===== src/rtl/ilpo_mul.sv =====
// shared signed multiplier with registered product
module ilpo_mul (
  input  logic               clk,
  input  logic signed [32:0] a,
  input  logic signed [32:0] b,
  output logic signed [65:0] p
);
  always_ff @(posedge clk) begin
    p <= a * b;
  end
endmodule


===== config.mk =====
export PLATFORM = sky130hd
export DESIGN_NAME = ilpo_mul
export DESIGN_NICKNAME = d
export VERILOG_FILES = /design/src/rtl/ilpo_mul.sv
export SDC_FILE = /design/constraint.sdc
export NUM_CORES = 2
export LEC_CHECK = 0
export BUFFER_PORTS_ARGS = -buffer_cell sky130_fd_sc_hd__buf_2
export CAP_MARGIN = 20
export CORE_ASPECT_RATIO = 0.75
export CORE_MARGIN = 4
export CORE_UTILIZATION = 45
export DETAILED_ROUTE_END_ITERATION = 10
export PLACE_DENSITY = 0.7
export SLEW_MARGIN = 15
export SYNTH_ARGS = -nofsm -noshare
export SYNTH_HDL_FRONTEND = slang
export SYNTH_SLANG_ARGS = --single-unit

===== constraint.sdc =====
create_clock -name clk -period 11.9 [get_ports clk]
set_clock_uncertainty 0.15 [all_clocks]
set_input_delay 1.785 -clock clk [delete_from_list [all_inputs] [get_ports clk]]
set_output_delay 1.785 -clock clk [all_outputs]
set_load 0.03 [all_outputs]

# Word level (Yosys, flattened, before mapping)

Cells that the tools add are included.
Widths: inputs -> output; s select.

Register bits after elaboration: 66
Latch bits: 0
Bits in writable memories: 0
Memory bits (read-only): 0
Input port bits: 67
Output and inout bits: 66
Word-level logic and storage cells: 2
Memories kept: 0

$add $sub $neg: 0
$mul: 1
Divide/modulo/power cells: 0
Magnitude comparators: 0
Eq/ne operators: 0
Shift-type cells: 0
Muxes and demuxes: 0
Bitwise logic cells: 0
Reductions and logical operators: 0

Operator list:

| kind           | count |
|---|---|
| $mul 33x33->66 | 1 |

# Logic depth before layout (Yosys ltp)

Depth after elaboration: 1
Gate-level depth with buffers: 27
Depth with buffers taken out: 26

# Worst setup path after synthesis

OpenSTA, ideal clock, no wires.

Path type: input port to flip-flop
Start: in a[32]
End: reg p[62]
Setup time: 0.079 ns
Arrival time: 8.942 ns
Required time: 11.671 ns
Slack: 2.729 ns
Cell stages on the path: 23
Buffers on the path: 2
Cells stage by stage: clkbuf_1 nand2_1 inv_1 fa_1 fa_1 fa_1 fa_1 fa_1 fa_1 fa_1 inv_1 fa_1 inv_1 ha_1 clkbuf_1 and3_1 nand3_1 nand2b_1 a2111oi_4 a211oi_4 a21o_2 a21o_1 a211oi_2

Word-level cells in the longest chain between the ends: 1

RTL lines:

| item                 | line | source |
|---|---|---|
| from (decl)          | 4    | `input logic signed [32:0] a,` |
| $mul 33x33->66       | 9    | `p <= a * b;` |
| to (signal assigned) | 9    |  |
| to (decl)            | 6    | `output logic signed [65:0] p` |

No other way between the ends.

# Worst setup path in the final report

Start: in b[9]
End: reg p[64]

Word-level cells in the longest chain between the ends: 1

RTL lines:

| item           | line | source |
|---|---|---|
| from (decl)    | 5    | `input logic signed [32:0] b,` |
| $mul 33x33->66 | 9    |  |

No other way between the ends.

==> results.toml <==
[layout]
instances_no_fill = 5500
final_common_cell = "fa_1"
reg_top3 = "p x66"
final_cell_mix = "fa_1 (1144), inv_1 (1130), and2_1 (562), nand2_1 (551), ha_1 (217)"
fin_nets = 5707
drive_gt1_share_pct = 4.741
fillCellCount = 8436
area_growth_pct = 4.429
largest-register = "p"
largest_reg_flops = 66

[setup_path]
crit_arrival_ns = 9.73
worstSetupPathType = "in -> reg"
cpPeakStageDelay_ns = 0.69
crit_top_cell = "fa_1"
crit_cells = 25
cpMaxStageDelayCell = "fa_1"
worstSetupEndpointType = "flip-flop"
path_buf_inv = 7
crit_required_ns = 11.99
startpoint_type = "input pin"
path_delay_family = "adder cells"
path_max_fanout = 19

[detailed_routing]
wl_met2_mm = 44.02
drc = 0
wl_met1_mm = 51.36
routed_wl_mm = 115.4
drt_iter0_drc = 2458
topRoutingLayerUsed = "met5"
dr.pass1.iters = 6
dr_total_vias = 28498
ant_nets = 0
post_drt_wl_per_cell_um = 20.99
vias_per_cell = 5.181
wl_met3_mm = 18.58

[floorplan]
ios = 133
coreArea_mm2 = 0.08962
start_util_pct = 45.45
die_h_um = 268.6
die_area_mm2 = 0.09545
dieWidth_um = 355.4
row_count = 95

[sta]
rsz0062_at_grt = "false"
fin_crit_ns = 9.644
fin_crit_sh_pct = 81.04
clock.fmax_mhz = 103.7
relSlewSlack_pct = 37.67
drv_slew = 0
setup_violations = 0
tns_ns = 0
worst_pin_slew_ns = 0.9349
hold_viol_final = 0

[grt]
grt_max_degree = 34
grt_remaining_overflow = 0
grt_first_pass_wirelength_mm = 186.7
grt_pass1_vias = 31165
antenna_found_initial = 12
grt_use_total_pct = 25.56

[logic_synthesis]
synth-warning-count = 0
ys_seq_elements = 66
synthDistinctLibCells = 80
avgSynthCellArea_um2 = 9.390
ys.flop_type = "dfxtp_1"
netlist_instances = 4338
ys_async_sr_fraction_pct = 0
synth.net_count = 5767
synth_edf_count = 0
synth_seq_area_share_pct = 3.244
synth_area_mm2 = 0.04073

[place]
dpl.cell_count = 5478
hpwl_mm = 95.32
place.port_buffers = 132
gp_congestion = 0.9990

[clock_network]
cts_setup_buffers = 0
cts_buffers = 9
htree_levels = 3
clockBufferDepth = 2
hold_buffers = 0
clk_pin_slew_ns = 0.07
cts-root-buf = "clkbuf_16"
cts-resized-gates = 0
cts_sinks = 66
cts_tree = "done"

[run_status]
outcome = "completed"

[job]
max-cap-violations = 0

[hold_path]
hp-class = "in -> reg"
whs_path_depth = 2
final timing paths:
check                    to  start
worst min-delay path   p[0]   b[0]
worst max-delay path  p[64]   b[9]
cell type report:
class / count / area (µm²) / share of cell area [%]
tap: 1212 / 1516 / 3.565
sequential: 66 / 1321 / 3.106
timing repair buffer: 150 / 803.3 / 1.888
multi-input combinational: 2920 / 34320 / 80.68
clock buffer: 10 / 239.0 / 0.5618
clock inverter: 5 / 78.83 / 0.1853
antenna: 6 / 15.01 / 0.03530
inverter: 1131 / 4245 / 9.980
Yosys cell counts (3+ instances only):
library cell	count	area, µm²
o31ai_4	3	63.81
ha_1	217	2715
nor2b_1	5	31.28
nand2b_1	12	75.07
a21oi_2	3	26.28
nor3_1	7	35.03
fa_1	1145	22920
a211oi_2	3	37.54
buf_2	11	55.05
and2_1	562	3516
a21oi_1	57	285.3
nand4_1	11	68.82
o211ai_1	4	30.03
o21a_1	6	45.04
a211oi_1	7	52.55
o21bai_1	11	82.58
a31oi_1	8	50.05
inv_1	1131	4245
and3_1	5	31.28
o21ai_1	6	30.03
clkbuf_1	208	780.8
o21ai_0	25	125.1
a21o_1	36	270.3
and4_1	5	43.79
or2_2	3	18.77
nor2_1	68	255.2
a211o_1	6	52.55
xnor2_1	43	376.6
nand2_1	551	2068
nand3_1	25	125.1
or3_1	3	18.77
xor2_1	25	219.0
dfxtp_1	66	1321
routing by layer:
| layer | up-vias | track usage [%] |
|---|---|---|
| met1 | 14596 | 38.84 |
| met5 | - | 0 |
| li1 | 12207 | - |
| met4 | 12 | 3.902 |
| met3 | 105 | 12.06 |
| met2 | 1578 | 33.47 |
metrics by stage:
step | area, µm² | worst slack, ns | hold slack (ns) | util [%]
floorplan | 40730 | 2.729 | 1.762 | -
global placement | 42190 | 1.868 | 2.071 | 47.07
detailed placement | 42190 | 1.767 | 2.070 | 47.07
CTS | 42510 | 2.115 | 1.809 | 47.43
global route | 42530 | 1.854 | 1.844 | 47.45
finish | 42540 | 2.256 | 1.850 | 47.46
kinds of logic (layout without fill, tap and decap cells):
| group | after synthesis | after routing | synth area share [%] |
|---|---|---|---|
| AOI/OAI and AO/OA | 219 | 219 | 4.067 |
| xor gates and xnor gates | 68 | 68 | 1.462 |
| adders and majority gates | 1362 | 1362 | 62.94 |
| buffers and inverters | 1352 | 1296 | 12.51 |
| DFF | 66 | 66 | 3.244 |
| other | 0 | 6 | 0 |
| and+or+nand+nor | 1271 | 1271 | 15.78 |
Power is not shown: default switching activity piles up to over one toggle a cycle in this logic, so the estimate is an artifact.
